<file path="src/assert_macros.svh">
// Assertion macros shared by the classifier RTL files.
`ifndef ASSERT_MACROS_SVH
`define ASSERT_MACROS_SVH

`ifndef SYNTHESIS
// Concurrent check on the rising clock edge, disabled while reset is asserted.
`define ASSERT_PROP(lbl, clk, rstn, prop) \
    lbl: assert property (@(posedge clk) disable iff (!rstn) prop) \
        else $error("%m: check failed");
// Concurrent check on the rising clock edge that is never disabled.
`define ASSERT_ALWAYS(lbl, clk, prop) \
    lbl: assert property (@(posedge clk) prop) \
        else $error("%m: check failed");
`else
`define ASSERT_PROP(lbl, clk, rstn, prop)
`define ASSERT_ALWAYS(lbl, clk, prop)
`endif

`endif

</file>
<file path="src/knn_pkg.sv">
// Package with the sizes, types and interface codes of the k-nearest-neighbor classifier.
`default_nettype none

package knn_pkg;

    localparam int VECTOR_LENGTH = 784;
    localparam int MAX_NEIGHBORS = 8;
    localparam int NUM_CLASSES   = 10;

    localparam int PIX_W   = 8;
    localparam int LABEL_W = 4;
    localparam int CFG_W   = 4;
    localparam int OUT_W   = 4;
    localparam int DIST_W  = 26;
    localparam int SQ_W    = 2 * PIX_W;
    localparam int IDX_W   = (VECTOR_LENGTH > 1) ? $clog2(VECTOR_LENGTH) : 1;
    localparam int CNT_W   = $clog2(MAX_NEIGHBORS + 1);
    localparam int CLASS_W = $clog2(NUM_CLASSES);

    localparam int S_TDATA_W = 16;
    localparam int S_TUSER_W = 2;
    localparam int M_TDATA_W = 16;

    localparam int TUSER_ACTION     = 0;
    localparam int TUSER_END_OF_SET = 1;

    localparam logic ACTION_QUERY = 1'b0;
    localparam logic ACTION_TRAIN = 1'b1;

    localparam logic [CFG_W-1:0] NEIGHBOR_COUNT_RESET = 4'd3;

    typedef logic [PIX_W-1:0]   pix_t;
    typedef logic [LABEL_W-1:0] label_t;
    typedef logic [CFG_W-1:0]   cfg_t;
    typedef logic [OUT_W-1:0]   field_t;
    typedef logic [DIST_W-1:0]  dist_t;
    typedef logic [SQ_W-1:0]    sq_t;
    typedef logic [IDX_W-1:0]   idx_t;
    typedef logic [CNT_W-1:0]   cnt_t;
    typedef logic [CLASS_W-1:0] class_t;

    localparam dist_t DIST_MAX = {DIST_W{1'b1}};

    // A training pixel after the input register.
    typedef struct packed {
        logic   valid;
        logic   last;
        logic   vote;
        label_t label;
        pix_t   pixel;
    } p1_t;

    // A finished sample distance offered to the neighbor list.
    typedef struct packed {
        logic   valid;
        logic   vote;
        dist_t  distance;
        label_t label;
    } ins_req_t;

    // The kept neighbors as seen by the vote stage.
    typedef struct packed {
        logic                        vote;
        cnt_t                        used;
        label_t [MAX_NEIGHBORS-1:0]  labels;
    } list_view_t;

endpackage

`default_nettype wire

</file>
<file path="src/knn_vote.sv">
// Class vote counting, majority selection and the result output register.
`default_nettype none

module knn_vote import knn_pkg::*; (
    input  wire logic                  aclk,
    input  wire logic                  aresetn,
    input  wire logic                  en,
    input  wire list_view_t            view,
    input  wire logic                  m_tready,
    output logic                       m_tvalid,
    output logic [M_TDATA_W-1:0]       m_tdata,
    output logic                       blocked
);

    cnt_t   counts_reg  [NUM_CLASSES];
    cnt_t   counts_next [NUM_CLASSES];
    cnt_t   used_reg;
    logic   cnt_valid_reg;
    class_t best;
    logic   m_tvalid_reg;
    logic [M_TDATA_W-1:0] m_tdata_reg;
    logic [M_TDATA_W-1:0] m_tdata_next;

    always_comb begin
        for (int c = 0; c < NUM_CLASSES; c++) begin
            counts_next[c] = '0;
            for (int i = 0; i < MAX_NEIGHBORS; i++) begin
                if (CNT_W'(i) < view.used && view.labels[i] == LABEL_W'(c)) begin
                    counts_next[c] = counts_next[c] + CNT_W'(1);
                end
            end
        end
    end

    // Strictly greater wins, so a tie keeps the lower class.
    always_comb begin
        best = '0;
        for (int c = 1; c < NUM_CLASSES; c++) begin
            if (counts_reg[c] > counts_reg[best]) begin
                best = CLASS_W'(c);
            end
        end
        m_tdata_next = {(M_TDATA_W - 3 * OUT_W)'(0), OUT_W'(used_reg),
                        OUT_W'(counts_reg[best]), OUT_W'(best)};
    end

    always_ff @(posedge aclk) begin
        if (!aresetn) begin
            cnt_valid_reg <= 1'b0;
            m_tvalid_reg  <= 1'b0;
        end else begin
            if (en) begin
                cnt_valid_reg <= view.vote;
            end
            if (cnt_valid_reg && en) begin
                m_tvalid_reg <= 1'b1;
            end else if (m_tready) begin
                m_tvalid_reg <= 1'b0;
            end
        end
    end

    always_ff @(posedge aclk) begin
        if (en) begin
            counts_reg <= counts_next;
            used_reg   <= view.used;
        end
        if (cnt_valid_reg && en) begin
            m_tdata_reg <= m_tdata_next;
        end
    end

    assign blocked  = cnt_valid_reg && m_tvalid_reg && !m_tready;
    assign m_tvalid = m_tvalid_reg;
    assign m_tdata  = m_tdata_reg;

endmodule

`default_nettype wire

</file>
<file path="config.mk">
export PLATFORM = sky130hd
export DESIGN_NAME = knn_vote
export DESIGN_NICKNAME = d
export VERILOG_FILES = /design/src/assert_macros.svh /design/src/knn_pkg.sv /design/src/knn_vote.sv
export SDC_FILE = /design/constraint.sdc
export NUM_CORES = 1
export LEC_CHECK = 0
export BUFFER_PORTS_ARGS = -buffer_cell sky130_fd_sc_hd__buf_2
export CAP_MARGIN = 10
export CELL_PAD_IN_SITES_DETAIL_PLACEMENT = 1
export CELL_PAD_IN_SITES_GLOBAL_PLACEMENT = 1
export CORE_MARGIN = 2
export CORE_UTILIZATION = 36
export DETAILED_ROUTE_END_ITERATION = 10
export PLACE_DENSITY_LB_ADDON = 0.1
export SLEW_MARGIN = 25
export SYNTH_ARGS = -nofsm -noshare
export SYNTH_HDL_FRONTEND = slang
export SYNTH_SLANG_ARGS = --single-unit
</file>
<file path="constraint.sdc">
create_clock -name aclk -period 21.8 [get_ports aclk]
set_input_delay 1.09 -clock aclk [delete_from_list [all_inputs] [get_ports aclk]]
set_output_delay 1.09 -clock aclk [all_outputs]
set_load 0.1 [all_outputs]
</file>
# After elaboration in Yosys (flattened, before gate mapping)
# Cells that the tools add are included.
# totals
input_bits	41
word_cells	402
mem_bits_rw	0
romBits	0
register_bits	58
latch_bits	0
memories	0
# classes
n_shift	0
mul	0
div_mod_pow	0
n_bitwise	9
add_sub_neg	70
n_lt_le_gt_ge	26
n_mux	118
n_reduce_logical	93
eq_ne	72
# op_table
operator	n
4-bit two-way mux	96
4-bit by 1-bit adder with 4-bit output (second input constant)	70
4-bit binary-select mux with 4-bit select	9
4-bit by 3-bit equality test with 1-bit output (second input constant)	32
1-bit logical AND	83
4-bit by 2-bit equality test with 1-bit output (second input constant)	16
4-bit equality test (second input constant)	16
5-bit >= comparator (second input constant)	9
4-bit inverter with 5-bit output	9
4-bit > comparator	9
4-bit by 1-bit equality test with 1-bit output (second input constant)	8
4-bit zero test	8
3-bit by 4-bit less-than comparator with 1-bit output (first input constant)	4
1-bit two-way mux	13
1-bit by 4-bit less-than comparator with 1-bit output (first input constant)	2
2-bit by 4-bit less-than comparator with 1-bit output (first input constant)	2
2-bit nonzero test	1
1-bit zero test	1

# Logic depth before layout (Yosys ltp)
# depth
depth_word	54
depth_mapped	82
ltp_nobuf	76

# Least setup slack after synthesis
# No wires, ideal clock.
# synth_timing
kind	register to register
start	register counts_reg[35] (netlist bit)
end	register m_tdata_reg[4], in the netlist m_tdata[4], data pin
setup_slack_ns	6.840
path_buffers	8
stages_incl_launch_ff	74
arrival_time_ns	14.691
path_cell_list	edfxtp_1 -> ha_1 -> o21ai_0 -> a21oi_1 -> o21a_1 -> clkbuf_1 -> mux2i_1 -> ha_1 -> o21ai_0 -> a21oi_1 -> o21ai_1 -> o21ai_0 -> ha_1 -> nor2b_1 -> o21a_1 -> o31a_1 -> clkbuf_1 -> nor2_1 -> [... 38 more ...] -> ha_1 -> and2_1 -> a32oi_1 -> clkbuf_1 -> o21ai_0 -> nand3_1 -> nand3_1 -> o2bb2ai_1 -> ha_1 -> nor2b_1 -> o211a_1 -> o21ai_1 -> nand2_1 -> a21oi_1 -> a2111oi_0 -> a211o_1 -> nor3_1 -> o311ai_1
# synth_between
elab_chain_len	54
# synth_rtl
item	line	text
from (decl)	knn_vote.sv:15	cnt_t counts_reg [NUM_CLASSES];
from (signal assigned)	knn_vote.sv:65	counts_reg <= counts_next;
4-bit > comparator	knn_vote.sv:39	if (counts_reg[c] > counts_reg[best]) begin
1-bit two-way mux	knn_vote.sv:39	
4-bit inverter with 5-bit output (implied by the code)	knn_vote.sv:39	
4-bit binary-select mux with 4-bit select	knn_vote.sv:39	
4-bit two-way mux (implied by the code) (2 in series)	knn_vote.sv:39	
4-bit > comparator	knn_vote.sv:39	
4-bit two-way mux	knn_vote.sv:39	
4-bit inverter with 5-bit output (implied by the code)	knn_vote.sv:39	
[... 37 more ...]	-	
4-bit two-way mux (implied by the code) (2 in series)	knn_vote.sv:39	
4-bit > comparator	knn_vote.sv:39	
4-bit two-way mux *	knn_vote.sv:39	
via best[3]	knn_vote.sv:19	class_t best;
4-bit inverter with 5-bit output (implied by the code) *	knn_vote.sv:44	OUT_W'(counts_reg[best]), OUT_W'(best)};
4-bit binary-select mux with 4-bit select *	knn_vote.sv:44	
4-bit two-way mux (implied by the code) * (2 in series)	knn_vote.sv:44	
via m_tdata_next[4]	knn_vote.sv:22	logic [M_TDATA_W-1:0] m_tdata_next;
to (signal assigned)	knn_vote.sv:69	m_tdata_reg <= m_tdata_next;
to (decl)	knn_vote.sv:21	logic [M_TDATA_W-1:0] m_tdata_reg;
# The timed path passes the listed nets; every way through them passes the cells marked *. The select of a mux whose other input is x is not followed.
# A chain may end at the register's enable or synchronous reset.

# Worst setup path in the final report
# layout_timing
start	register counts_reg[39] (netlist bit)
end	register m_tdata_reg[4], in the netlist m_tdata[4], data pin
# Same word-level chain as after synthesis.

==> flow_summary.toml <==
[worst_setup_path]
path_buf_inv = 2
cp_slowest_cell = "a2111oi_0"
rr_startpoint = "counts_reg[39]"
worstPathArrival_ns = 18.60
crit_required_ns = 21.86
startpoint = "counts_reg[39]"
critPathCaptureType = "register"
crit_type = "reg -> reg"
startpoint_type = "register"
cpMostUsedCell = "ha_1"
critPathTopFamily = "compound AO/OA/AOI/OAI gates"
slowest_delay_ns = 0.66
critPathMaxFanout = 21

[cts]
cts_sinks = 58
htree_levels = 3
ctsHoldBuffers = 0
cts_max_path_buffers = 2
cts.clk_slew.worst_paths_ns = 0.06
cts_tree = "built"
clock_latency_ns = 0.33
ctsResizeCount = 0
cts_root_buffer = "clkbuf_16"
post_cts_buffers = 0
cts_made_buffers = 9

[timing]
fin_skew_ns = 0.0143
setup_viol = 0
clock.fmax_mhz = 54.0
worst_pin_slew_ns = 1.05
fin_ws_ns = 3.26
min_period_ns = 18.54
final-hold-violation-count = 0
slew_headroom_pct = 29.4
grt_setup_unrepaired = "false"
slew_viol_final = 0
finalSetupTns_ns = 0
finalCritPeriodShare_pct = 85.0

[cells_and_area]
multi_input_area_um2 = 7120
regArea_um2 = 1720
area_growth_syn_to_layout_pct = 10.5
largest_reg_flops = 40
drive_gt1_share_pct = 14.4
layout.nets = 1276
final_cell_count_no_fill = 1467
final_util_pct = 40.4
fillCellCount = 3043

[place]
gp_congestion = 0.909
place_ws_ns = 3.58
dp.cells = 1448
io_buffers = 54
hpwl_um = 25000

[run]
drv_cap = 0

[yosys]
synthArstFlopShare_pct = 0
synthDistinctLibCells = 84
synthAdderAreaFrac_pct = 14.5
synth.area.mux_share_pct = 9.17
synthCells = 1080
synth_edf_count = 56
synthSimpleGateAreaFrac_pct = 23.0
synth-compound-area-share_pct = 15.5
syn_area_per_cell_um2 = 8.49
ys_warn_count = 0
synth_seq_cells = 58
synth_top_family_by_area = "simple AND/OR/NAND/NOR gates"
synth_ff_type = "edfxtp_1"
synth_xor_area_share_pct = 15.1
synth_area_um2 = 9170
ys_seq_area_share_pct = 18.8

[floorplan]
initial_core_util_pct = 36.5
die-height_um = 164
rows = 58
ioPinCount = 59
die_area_um2 = 26800
die_w_um = 164
core_um2 = 25100

[routing]
vias_per_cell = 5.59
first_iter_violations = 445
detail_route.wl_per_cell_um = 20.2
finalWirelength_um = 29700
antenna_left = 0
firstDrtPassIters = 5
drc_errors = 0
vias = 8201

[global_route]
antenna_found_initial = 4
grt_pass1_vias = 8430
track_usage_pct = 22.7
grt_max_degree = 47
overflow = 0
grt_pass1_wl_um = 47100

[run_status]
outcome = "completed"

[worst_hold_path]
min_path_type = "reg -> reg"
hp-start = "used_reg[3]"
==> path summary, 6_finish.rpt <==
check	endpoint	depth (start not counted)	slack, ns
worst max-delay path	m_tdata[4]	72	3.26
worst max register to register	m_tdata[4]	72	3.26
worst min register to register	m_tdata[11]	0	0.41
worst min-delay path	m_tdata[11]	0	0.41
==> cell type report <==
cell class,count,area share [%]
Clock buffer,9,2.22
Inverter,65,2.41
Clock inverter,7,0.753
Timing Repair Buffer,62,3.26
Sequential cell,58,17.0
Multi-Input combinational cell,933,70.2
Tap cell,330,4.07
Antenna cell,3,0.0741
==> synth_stat cells (14+ instances only) <==
library cell	number	area [µm²]
nand2_1	119	447
ha_1	106	1330
xnor2_1	67	587
inv_1	65	244
nor2_1	65	244
edfxtp_1	56	1680
xor2_1	55	482
nand3_1	48	240
mux2_2	46	518
o21ai_0	41	205
a21oi_1	33	165
mux2i_1	30	300
nor3_1	26	130
a31oi_1	21	131
nor2b_1	21	131
clkbuf_1	19	71.3
nand2b_1	19	119
nand4_1	19	119
nor4_1	15	93.8
and3_1	14	87.6
o21a_1	14	105
==> layout by cell type (no fill, tap or decap), types with 7 or more instances in the layout <==
cell,netlist,layout
ha_1,106,106
a221oi_1,10,10
mux2i_1,30,30
xnor2_2,8,8
mux2_2,46,46
nand3_1,48,48
xor2_1,55,55
buf_2,3,54
inv_1,65,65
and3_1,14,14
nand2_1,119,119
a21oi_1,33,33
nor2b_1,21,21
o31ai_1,7,7
nand4_1,19,19
o211ai_1,9,9
xnor2_1,67,67
nor2_1,65,65
o21a_1,14,14
o21ai_1,7,7
nor3_1,26,26
nor4_1,15,14
clkbuf_16,0,9
nand2b_1,19,19
buf_4,4,8
a31oi_1,21,21
o21ai_0,41,41
and2_1,13,13
edfxtp_1,56,56
==> cell families after synthesis <==
group / Yosys count
buffers and inverters: 92
flip-flops: 58
AND/OR/NAND/NOR: 402
other: 1
multiplexers: 77
adder cells (fa/ha/maj): 106
XOR/XNOR: 139
AO/OA/AOI/OAI: 205
==> routing by layer <==
layer | vias up | global-route usage [%] | part of all wire (%)
li1 | 4078 | - | -
met1 | 3923 | 28.5 | 44
met2 | 161 | 41.0 | 50
met3 | 37 | 2.79 | 3.9
met4 | 2 | 5.70 | 2.0
met5 | - | 0 | 0.047
==> metrics by stage <==
step | area (µm²) | hold slack (ns)
floorplan | 9190 | 0.400
global placement | 9810 | 0.402
detailed placement | 9820 | 0.408
CTS | 10100 | 0.416
global route | 10100 | 0.431
finish | 10100 | 0.414
Power is left out: the tool's default activity adds up to more than one toggle a clock period on the data nets, which glitch-free logic cannot reach.
