===== src/assert_macros.svh =====
// Assertion macros shared by the classifier RTL files.
`ifndef ASSERT_MACROS_SVH
`define ASSERT_MACROS_SVH

`ifndef SYNTHESIS
// Concurrent check on the rising clock edge, disabled while reset is asserted.
`define ASSERT_PROP(lbl, clk, rstn, prop) \
    lbl: assert property (@(posedge clk) disable iff (!rstn) prop) \
        else $error("%m: check failed");
// Concurrent check on the rising clock edge that is never disabled.
`define ASSERT_ALWAYS(lbl, clk, prop) \
    lbl: assert property (@(posedge clk) prop) \
        else $error("%m: check failed");
`else
`define ASSERT_PROP(lbl, clk, rstn, prop)
`define ASSERT_ALWAYS(lbl, clk, prop)
`endif

`endif


===== src/knn_pkg.sv =====
// Package with the sizes, types and interface codes of the k-nearest-neighbor classifier.
`default_nettype none

package knn_pkg;

    localparam int VECTOR_LENGTH = 784;
    localparam int MAX_NEIGHBORS = 8;
    localparam int NUM_CLASSES   = 10;

    localparam int PIX_W   = 8;
    localparam int LABEL_W = 4;
    localparam int CFG_W   = 4;
    localparam int OUT_W   = 4;
    localparam int DIST_W  = 26;
    localparam int SQ_W    = 2 * PIX_W;
    localparam int IDX_W   = (VECTOR_LENGTH > 1) ? $clog2(VECTOR_LENGTH) : 1;
    localparam int CNT_W   = $clog2(MAX_NEIGHBORS + 1);
    localparam int CLASS_W = $clog2(NUM_CLASSES);

    localparam int S_TDATA_W = 16;
    localparam int S_TUSER_W = 2;
    localparam int M_TDATA_W = 16;

    localparam int TUSER_ACTION     = 0;
    localparam int TUSER_END_OF_SET = 1;

    localparam logic ACTION_QUERY = 1'b0;
    localparam logic ACTION_TRAIN = 1'b1;

    localparam logic [CFG_W-1:0] NEIGHBOR_COUNT_RESET = 4'd3;

    typedef logic [PIX_W-1:0]   pix_t;
    typedef logic [LABEL_W-1:0] label_t;
    typedef logic [CFG_W-1:0]   cfg_t;
    typedef logic [OUT_W-1:0]   field_t;
    typedef logic [DIST_W-1:0]  dist_t;
    typedef logic [SQ_W-1:0]    sq_t;
    typedef logic [IDX_W-1:0]   idx_t;
    typedef logic [CNT_W-1:0]   cnt_t;
    typedef logic [CLASS_W-1:0] class_t;

    localparam dist_t DIST_MAX = {DIST_W{1'b1}};

    // A training pixel after the input register.
    typedef struct packed {
        logic   valid;
        logic   last;
        logic   vote;
        label_t label;
        pix_t   pixel;
    } p1_t;

    // A finished sample distance offered to the neighbor list.
    typedef struct packed {
        logic   valid;
        logic   vote;
        dist_t  distance;
        label_t label;
    } ins_req_t;

    // The kept neighbors as seen by the vote stage.
    typedef struct packed {
        logic                        vote;
        cnt_t                        used;
        label_t [MAX_NEIGHBORS-1:0]  labels;
    } list_view_t;

endpackage

`default_nettype wire


===== src/knn_dist.sv =====
// Squared-difference stage and saturating distance accumulator.
`default_nettype none

module knn_dist import knn_pkg::*; (
    input  wire logic     aclk,
    input  wire logic     aresetn,
    input  wire logic     en,
    input  wire p1_t      p1,
    input  wire pix_t     query_pixel,
    output ins_req_t      ins
);

    p1_t      p2_reg;
    sq_t      sq_reg;
    sq_t      sq_next;
    pix_t     diff;
    dist_t    acc_reg;
    dist_t    acc_next;
    dist_t    sat_sum;
    logic [DIST_W:0] sum;
    ins_req_t ins_reg;
    ins_req_t ins_next;

    always_comb begin
        diff    = (p1.pixel > query_pixel) ? (p1.pixel - query_pixel)
                                           : (query_pixel - p1.pixel);
        sq_next = SQ_W'(diff) * SQ_W'(diff);
    end

    always_comb begin
        sum     = {1'b0, acc_reg} + (DIST_W + 1)'(sq_reg);
        sat_sum = sum[DIST_W] ? DIST_MAX : sum[DIST_W-1:0];
        acc_next = acc_reg;
        if (p2_reg.valid) begin
            acc_next = p2_reg.last ? '0 : sat_sum;
        end
        ins_next.valid    = p2_reg.valid && p2_reg.last;
        ins_next.vote     = p2_reg.vote;
        ins_next.distance = sat_sum;
        ins_next.label    = p2_reg.label;
    end

    always_ff @(posedge aclk) begin
        if (!aresetn) begin
            p2_reg  <= '0;
            acc_reg <= '0;
            ins_reg <= '0;
        end else if (en) begin
            p2_reg  <= p1;
            acc_reg <= acc_next;
            ins_reg <= ins_next;
        end
    end

    always_ff @(posedge aclk) begin
        if (en) begin
            sq_reg <= sq_next;
        end
    end

    assign ins = ins_reg;

endmodule

`default_nettype wire


===== config.mk =====
export PLATFORM = sky130hd
export DESIGN_NAME = knn_dist
export DESIGN_NICKNAME = d
export VERILOG_FILES = /design/src/assert_macros.svh /design/src/knn_pkg.sv /design/src/knn_dist.sv
export SDC_FILE = /design/constraint.sdc
export NUM_CORES = 1
export LEC_CHECK = 0
export BUFFER_PORTS_ARGS = -buffer_cell sky130_fd_sc_hd__buf_2
export CAP_MARGIN = 20
export CORE_MARGIN = 5
export CORE_UTILIZATION = 46
export CTS_CLUSTER_SIZE = 16
export DETAILED_ROUTE_END_ITERATION = 12
export HOLD_SLACK_MARGIN = 0.05
export PLACE_DENSITY = 0.64
export SYNTH_ARGS = -nofsm -noshare
export SYNTH_HDL_FRONTEND = slang
export SYNTH_SLANG_ARGS = --single-unit

===== constraint.sdc =====
create_clock -name aclk -period 8.8 [get_ports aclk]
set_input_delay 1.76 -clock aclk [delete_from_list [all_inputs] [get_ports aclk]]
set_output_delay 1.76 -clock aclk [all_outputs]
set_load 0.05 [all_outputs]

# ---- After elaboration in Yosys (flattened, before gate mapping)
# Cells that the tools add are included.
dict set report op_classes {
  n_addsub 3
  mux 3
  n_reduce_logical 2
  magnitude_cmp 1
  multipliers 1
}
# cell n
set ops {}
lappend ops {{$mux W26} 2}
lappend ops {{$add A26 B16 Y27} 1}
lappend ops {{$mul A8 B8 Y16} 1}
lappend ops {{$sub A8 B8 Y8} 2}
lappend ops {{$gt A8 B8 Y1} 1}
lappend ops {{$mux W8} 1}
lappend ops {{$reduce_and A2 Y1} 1}
lappend ops {{$logic_and A1 B1 Y1} 1}
dict set report word_totals {
  register_bits 81
  out_inout_bits 32
}

# ---- Depth between registers and ports, before layout
# Gate-level depths: netlist of the first run.
dict set report depth {
  ltp_word 3
  mapped_depth 29
}

# ---- Worst setup path before layout of the first run
# Ideal clock, no wire load.
dict set report synth_timing {
  path_kind {input -> register}
  startpoint {input p1[0] (netlist name)}
  endpoint {register sq_reg[15], data pin}
  setup_slack_ns 0.880
  path_stages 25
  arrival_ns 7.660
  setup_time_ns 0.260
  n_path_buf 0
  path_cell_list {inv_1 -> ha_1 -> inv_1 -> fa_1 -> a211oi_4 -> o21ai_2 -> a31oi_4 -> nor3_1 -> or3_4 -> a211o_1 -> inv_2 -> nand3_1 -> fa_1 -> inv_1 -> fa_1 -> fa_1 -> inv_1 -> fa_1 -> inv_1 -> ha_1 -> or3_1 -> o211a_1 -> a41o_1 -> o41a_1 -> xor2_1}
}
dict set report synth_via {
  elab_chain_len 3
}
# element line_no
set synth_lines {}
lappend synth_lines {{from (decl)} knn_dist.sv:8} ;# input wire p1_t p1,
lappend synth_lines {{$sub A8 B8 Y8, or another cell as far along} knn_dist.sv:26} ;# : (query_pixel - p1.pixel);
lappend synth_lines {{$mux W8 *} knn_dist.sv:25} ;# diff = (p1.pixel > query_pixel) ? (p1.pixel - query_pixel)
lappend synth_lines {{$mul A8 B8 Y16 *} knn_dist.sv:27} ;# sq_next = SQ_W'(diff) * SQ_W'(diff);
lappend synth_lines {{via sq_next[15]} knn_dist.sv:15} ;# sq_t sq_next;
lappend synth_lines {{to (signal assigned)} knn_dist.sv:57} ;# sq_reg <= sq_next;
lappend synth_lines {{to (decl)} knn_dist.sv:14} ;# sq_t sq_reg;
# Mark *: on every way through the listed nets, which the timed path passes. The rest lies on a longest branch.
# A chain may end at the register's enable or synchronous reset.

# ---- Worst setup path after layout of the first run
# Same ends and word-level chain as after synthesis.

==> results.ini, run 1 <==
[timing]
finClkSkew_ns = 0.00733
post-route-period-util = 0.919
slew_viol_final = 0
max_freq_mhz = 124
finalWorstSetupSlack_ns = 0.713
setup_tns_ns = 0
rsz0062_at_grt = false
finalHoldViolations = 0
slew_headroom = 0.347
period_minus_slack_ns = 8.09
worst_pin_slew_ns = 0.979
setup_violations = 0

[clock_tree]
h-tree-depth = 3
cts_hold_buf = 0
cts_buffers = 9
clock_sinks = 80
clock_latency_ns = 0.34
cts_tree = built
cts_setup_buffers = 0
cts_buffer_depth = 2
cts_root_buf = clkbuf_16
cts_resized = 0
path_clk_slew_ns = 0.06

[power_and_ir_drop]
sw_frac_of_total = 0.440
power_frac_clock = 0.135
power_frac_comb = 0.669
p_seq_frac = 0.195
p_switching_uw = 1240
p_leak_uw = 0.00320
vdd_drop_max_mv = 0.288
p_per_area_mw_per_mm2 = 404
power.internal_uw = 1580

[yosys]
netlist-cell-type-count = 78
synth_nets = 841
synthTopCellsByCount = nor2_1 (88), inv_1 (72), dfxtp_1 (65)
yosys_warnings = 0
netlist_area_sq_mm = 0.00629
synth_area_leaders = dfxtp_1 (21%), ha_1 (12%), fa_1 (8.6%)
ys_ff_latch = 80
synthFlopType = dfxtp_1
synth_edf_count = 15
synthArstFlopShare = 0
syn_area_per_cell_sq_um = 8.65
yosysMostFrequentCell = nor2_1
netlist.area_leader.share = 0.207
yosysTopAreaCell = dfxtp_1
netlist_instances = 727
seq_area_frac_synth = 0.279

[place]
gp_congestion = 0.896
dp_hpwl_um = 11000
io_buffers = 57
dp.cells = 936
place_ws_ns = 0.385

[global_routing]
grt_pass1_vias = 5267
grt_pass1_wl_um = 24400
grt_max_degree = 74
antenna_found_initial = 0
gr-total-overflow = 0
track_usage = 0.180

[worst_setup_path]
critical_path_class = input pin to register
cp-start-kind = input pin
cp-end-kind = register
cp.arrival_ns = 8.17
worstPathRequired_ns = 8.88
path_max_fanout = 7

[detailed_routing]
viasPerCell = 5.57
drt-total-wl_um = 14200
wl_per_cell_um = 14.9
ant_nets = 0
via_count = 5301
drt_iter0_drc = 356
firstDrtPassIters = 5
drc = 0

[finish]
final_nets = 885
largest_reg_flops = 32
area_delta_synth_final_pct = 11.0
final_util = 0.523
drive_gt1_frac = 0.139
diodes = 0
finalNonFillerCells = 952

[floorplan]
initial_core_util = 0.471
num_io_pins = 58
row_count = 42
die_area_sq_mm = 0.0161
core_sq_mm = 0.0133
die_h_um = 127
die_w_um = 127

[flow_run]
cap_violations = 0

[status]
status = complete, no violations

[hold_path]
hp-class = register to register

[path summary, 6_finish.rpt]
check	startpoint	endpoint	slack (ns)	depth (start not counted)
worst min register to register	ins[22]	ins[22]	0.46	2
worst max register to register	sq_reg[2]	ins[11]	5.77	8
worst min-delay path	ins[22]	ins[22]	0.46	2
worst max-delay path	p1[0]	sq_reg[15]	0.71	26
[placed cells by master (no fill, tap or decap), drive strengths merged, types with 3 or more instances in the layout]
master / count
and2: 5
o22ai: 3
nand3: 16
nor3: 23
o221a: 3
o21bai: 3
nand2: 47
a41oi: 3
o21a: 4
dfxtp: 65
inv: 77
a21o: 10
o31ai: 5
a31o: 3
nor2: 90
nor4: 4
a31oi: 8
a211o: 4
mux2i: 19
fa: 27
o21ai: 49
clkbuf: 10
buf: 59
a21oi: 42
clkinv: 3
nor2b: 6
and3: 3
xnor2: 27
or2: 7
edfxtp: 15
o41ai: 3
o211ai: 7
a211oi: 18
nand2b: 3
or3: 6
ha: 61
xor2: 7
nand4: 7
[per-layer routing]
metal  vias to the layer above  GRT usage  share of wire
li1                       2635          -              -
met1                      2518      0.211           0.42
met2                       118      0.328           0.52
met3                        30     0.0256          0.033
met4                         0     0.0757          0.027
met5                         -          0              0
[per-stage QoR]
step | hold slack [ns] | power, uW | instance area (sq um)
3_5_place_dp | 0.449 | 2450 | 6680
3_3_place_gp | 0.441 | 2390 | 6680
5_1_grt | 0.485 | 3140 | 6980
4_1_cts | 0.459 | 2850 | 6980
2_1_floorplan | 0.429 | 2100 | 6290
6_report | 0.461 | 2820 | 6980
[worst max-delay path, stage by stage]
cell and delay (ns):
buf_2 0.11, inv_1 0.05, ha_1 0.17, inv_1 0.06
fa_1 0.47, a211oi_4 0.33, o21ai_2 0.14, a31oi_4 0.22
nor3_1 0.11, or3_4 0.41, a211o_1 0.39, inv_2 0.14
nand3_1 0.09, fa_1 0.49, inv_1 0.07, fa_1 0.52
fa_1 0.55, inv_1 0.06, fa_1 0.53, inv_1 0.04
ha_1 0.23, or3_1 0.37, o211a_1 0.13, a41o_1 0.25
o41a_1 0.32, xor2_1 0.15
[area by class of cell]
cell class | instances | area [sq um]
fill | 1291 | 6370
timing repair buffer | 59 | 300
clock buffer | 10 | 239
multi-input combinational | 546 | 4120
sequential | 80 | 1750
clock inverter | 6 | 65.1
tap | 176 | 220
inverter | 75 | 282
[cells by family (layout without fill, tap and decap cells)]
group                      Yosys count  in the layout  synth area share
adders and majority gates           88             88             0.207
buffers and inverters              101            150            0.0661
muxes                               19             19            0.0302
and+or+nand+nor                    224            224             0.168
xor gates and xnor gates            34             34            0.0515
DFF                                 80             80             0.279
AOI/OAI and AO/OA                  181            181             0.198
[power groups by stage]
stage          logic [uW]  registers, uW  clock network [uW]
3_5_place_dp         1890            557                   0
3_3_place_gp         1830            555                   0
4_1_cts              1910            550                 391
5_1_grt              2180            555                 406
6_report             1890            551                 382
2_1_floorplan        1510            599                   0
Note: power is estimated with default switching activity, not from simulation.
==> run 2, diff against run 1 <==
CORE_UTILIZATION = 61   (was 46)
PLACE_DENSITY = 0.82   (was 0.64)
==> results.ini, run 2 (synthesis gave the netlist of run 1 again) <==
[status]
status = complete, no violations  ; unchanged

[flow_run]
cap_violations = 0  ; unchanged

[clock_tree]
h-tree-depth = 3  ; unchanged
cts_tree = built  ; unchanged
cts_buffer_depth = 2  ; unchanged
cts_buffers = 9  ; unchanged
cts_root_buf = clkbuf_8  ; was clkbuf_16
clock_latency_ns = 0.37  ; was 0.34 ns
path_clk_slew_ns = 0.08  ; was 0.06 ns
cts_hold_buf = 0  ; unchanged
cts_setup_buffers = 0  ; unchanged
cts_resized = 0  ; unchanged
clock_sinks = 80  ; unchanged

[timing]
rsz0062_at_grt = false  ; unchanged
post-route-period-util = 0.917  ; was 0.919
slew_headroom = 0.418  ; was 0.347
finClkSkew_ns = 0.0150  ; was 0.00733 ns
period_minus_slack_ns = 8.07  ; was 8.09 ns
slew_viol_final = 0  ; unchanged
setup_tns_ns = 0  ; unchanged
setup_violations = 0  ; unchanged
max_freq_mhz = 124  ; about the same
finalHoldViolations = 0  ; unchanged
worst_pin_slew_ns = 0.870  ; was 0.979 ns

[global_routing]
antenna_found_initial = 0  ; unchanged
grt_pass1_wl_um = 23400  ; was 24400 um
grt_pass1_vias = 5264  ; was 5267
gr-total-overflow = 0  ; unchanged
grt_max_degree = 74  ; unchanged
track_usage = 0.222  ; was 0.180

[detailed_routing]
via_count = 5405  ; was 5301
drc = 0  ; unchanged
drt-total-wl_um = 13600  ; was 14200 um
drt_iter0_drc = 387  ; was 356
wl_per_cell_um = 14.9  ; about the same
ant_nets = 0  ; unchanged
firstDrtPassIters = 5  ; unchanged
viasPerCell = 5.92  ; was 5.57

[power_and_ir_drop]
p_leak_uw = 0.00315  ; was 0.00320 uW
vdd_drop_max_mv = 0.559  ; was 0.288 mV
p_total_uw = 2710  ; was 2820 uW
p_per_area_mw_per_mm2 = 398  ; was 404 mW/mm^2

[finish]
layout_common_cells = nor2_1 (88), inv_1 (72), dfxtp_1 (65)  ; was nor2_1 (87), inv_1 (72), dfxtp_1 (65)
final_nets = 886  ; was 885
diodes = 0  ; unchanged
finish.instance_area_sq_mm = 0.00683  ; was 0.00698 sq mm
n_fill_cell = 830  ; was 1291
largest_reg_flops = 32  ; unchanged
drive_gt1_frac = 0.139  ; about the same
area_delta_synth_final_pct = 8.60  ; was 11.0%
final_common_cell = nor2_1  ; unchanged

[place]
gp_congestion = 0.916  ; was 0.896
io_buffers = 57  ; unchanged
dp_hpwl_um = 10600  ; was 11000 um
place_area_sq_mm = 0.00663  ; was 0.00668 sq mm

[worst_setup_path]
cp-start-kind = input pin  ; unchanged
cp-end-kind = register  ; unchanged
worstPathRequired_ns = 8.92  ; was 8.88 ns
path_max_fanout = 7  ; unchanged
critical_path_class = input pin to register  ; unchanged
slowest_delay_ns = 0.56  ; was 0.55 ns
cp.arrival_ns = 8.19  ; was 8.17 ns
crit_slowest_cell = fa_1  ; unchanged

[floorplan]
core_sq_mm = 0.0102  ; was 0.0133 sq mm
die_w_um = 112  ; was 127 um
die_h_um = 112  ; was 127 um
die_area_sq_mm = 0.0124  ; was 0.0161 sq mm
row_count = 37  ; was 42
num_io_pins = 58  ; unchanged
initial_core_util = 0.617  ; was 0.471

[hold_path]
hp-class = register to register  ; unchanged

-- run 2: changes by cell type in the layout (fill, tap and decap cells not counted), sizes merged --
cell and delta:
clkinvlp +1, bufinv -1, buf +1, clkinv -1, inv +1
-- run 2: worst max-delay path: cells and delay by family --
kind            cells  cell delay, ns
xor+xnor            1            0.15
simple gates        4            0.98
fa+ha+maj           7            2.97
compound gates      7            1.80
buf+inv             7            0.50
-- run 2: worst paths after layout --
check,cells after the start,to,start,slack [ns]
max reg2reg,9,ins[29],sq_reg[0],5.87
min reg2reg,2,acc_reg[0],acc_reg[0],0.47
max,26,sq_reg[15],p1[0],0.73
min,2,acc_reg[0],acc_reg[0],0.47
-- run 2: area by class of cell --
class / instances / area, sq um / share of cell area
well taps: 136 / 170 / 0.0249
inverters: 75 / 282 / 0.0412
repair buffers: 60 / 308 / 0.0451
flip-flops and latches: 80 / 1750 / 0.257
multi-input cells: 546 / 4120 / 0.603
clock inverters: 6 / 47.5 / 0.00696
clock buffers: 10 / 149 / 0.0218
-- run 2: where the power goes --
group	internal (uW)	switching, uW
combinational	827	1070
sequential	524	23.7
clock	123	147
total	1470	1240
-- run 2: routing by layer --
| metal | share of wire | up-vias | wire, um | GRT usage |
|---|---|---|---|---|
| li1 | - | 2642 | - | - |
| met1 | 0.44 | 2585 | 5940 | 0.277 |
| met2 | 0.49 | 150 | 6660 | 0.378 |
| met3 | 0.050 | 28 | 684 | 0.0440 |
| met4 | 0.021 | 0 | 282 | 0.0892 |
| met5 | 0 | - | 0 | 0 |
-- run 2: stage by stage --
step	hold slack (ns)	utilization	std cells	setup slack, ns
final	0.470	0.670	913	0.728
after global placement	0.442	0.651	897	0.566
after floorplan	0.429	-	727	0.880
after global routing	0.497	0.670	913	0.331
after detailed placement	0.455	0.651	897	0.356
after CTS	0.473	0.670	913	0.732
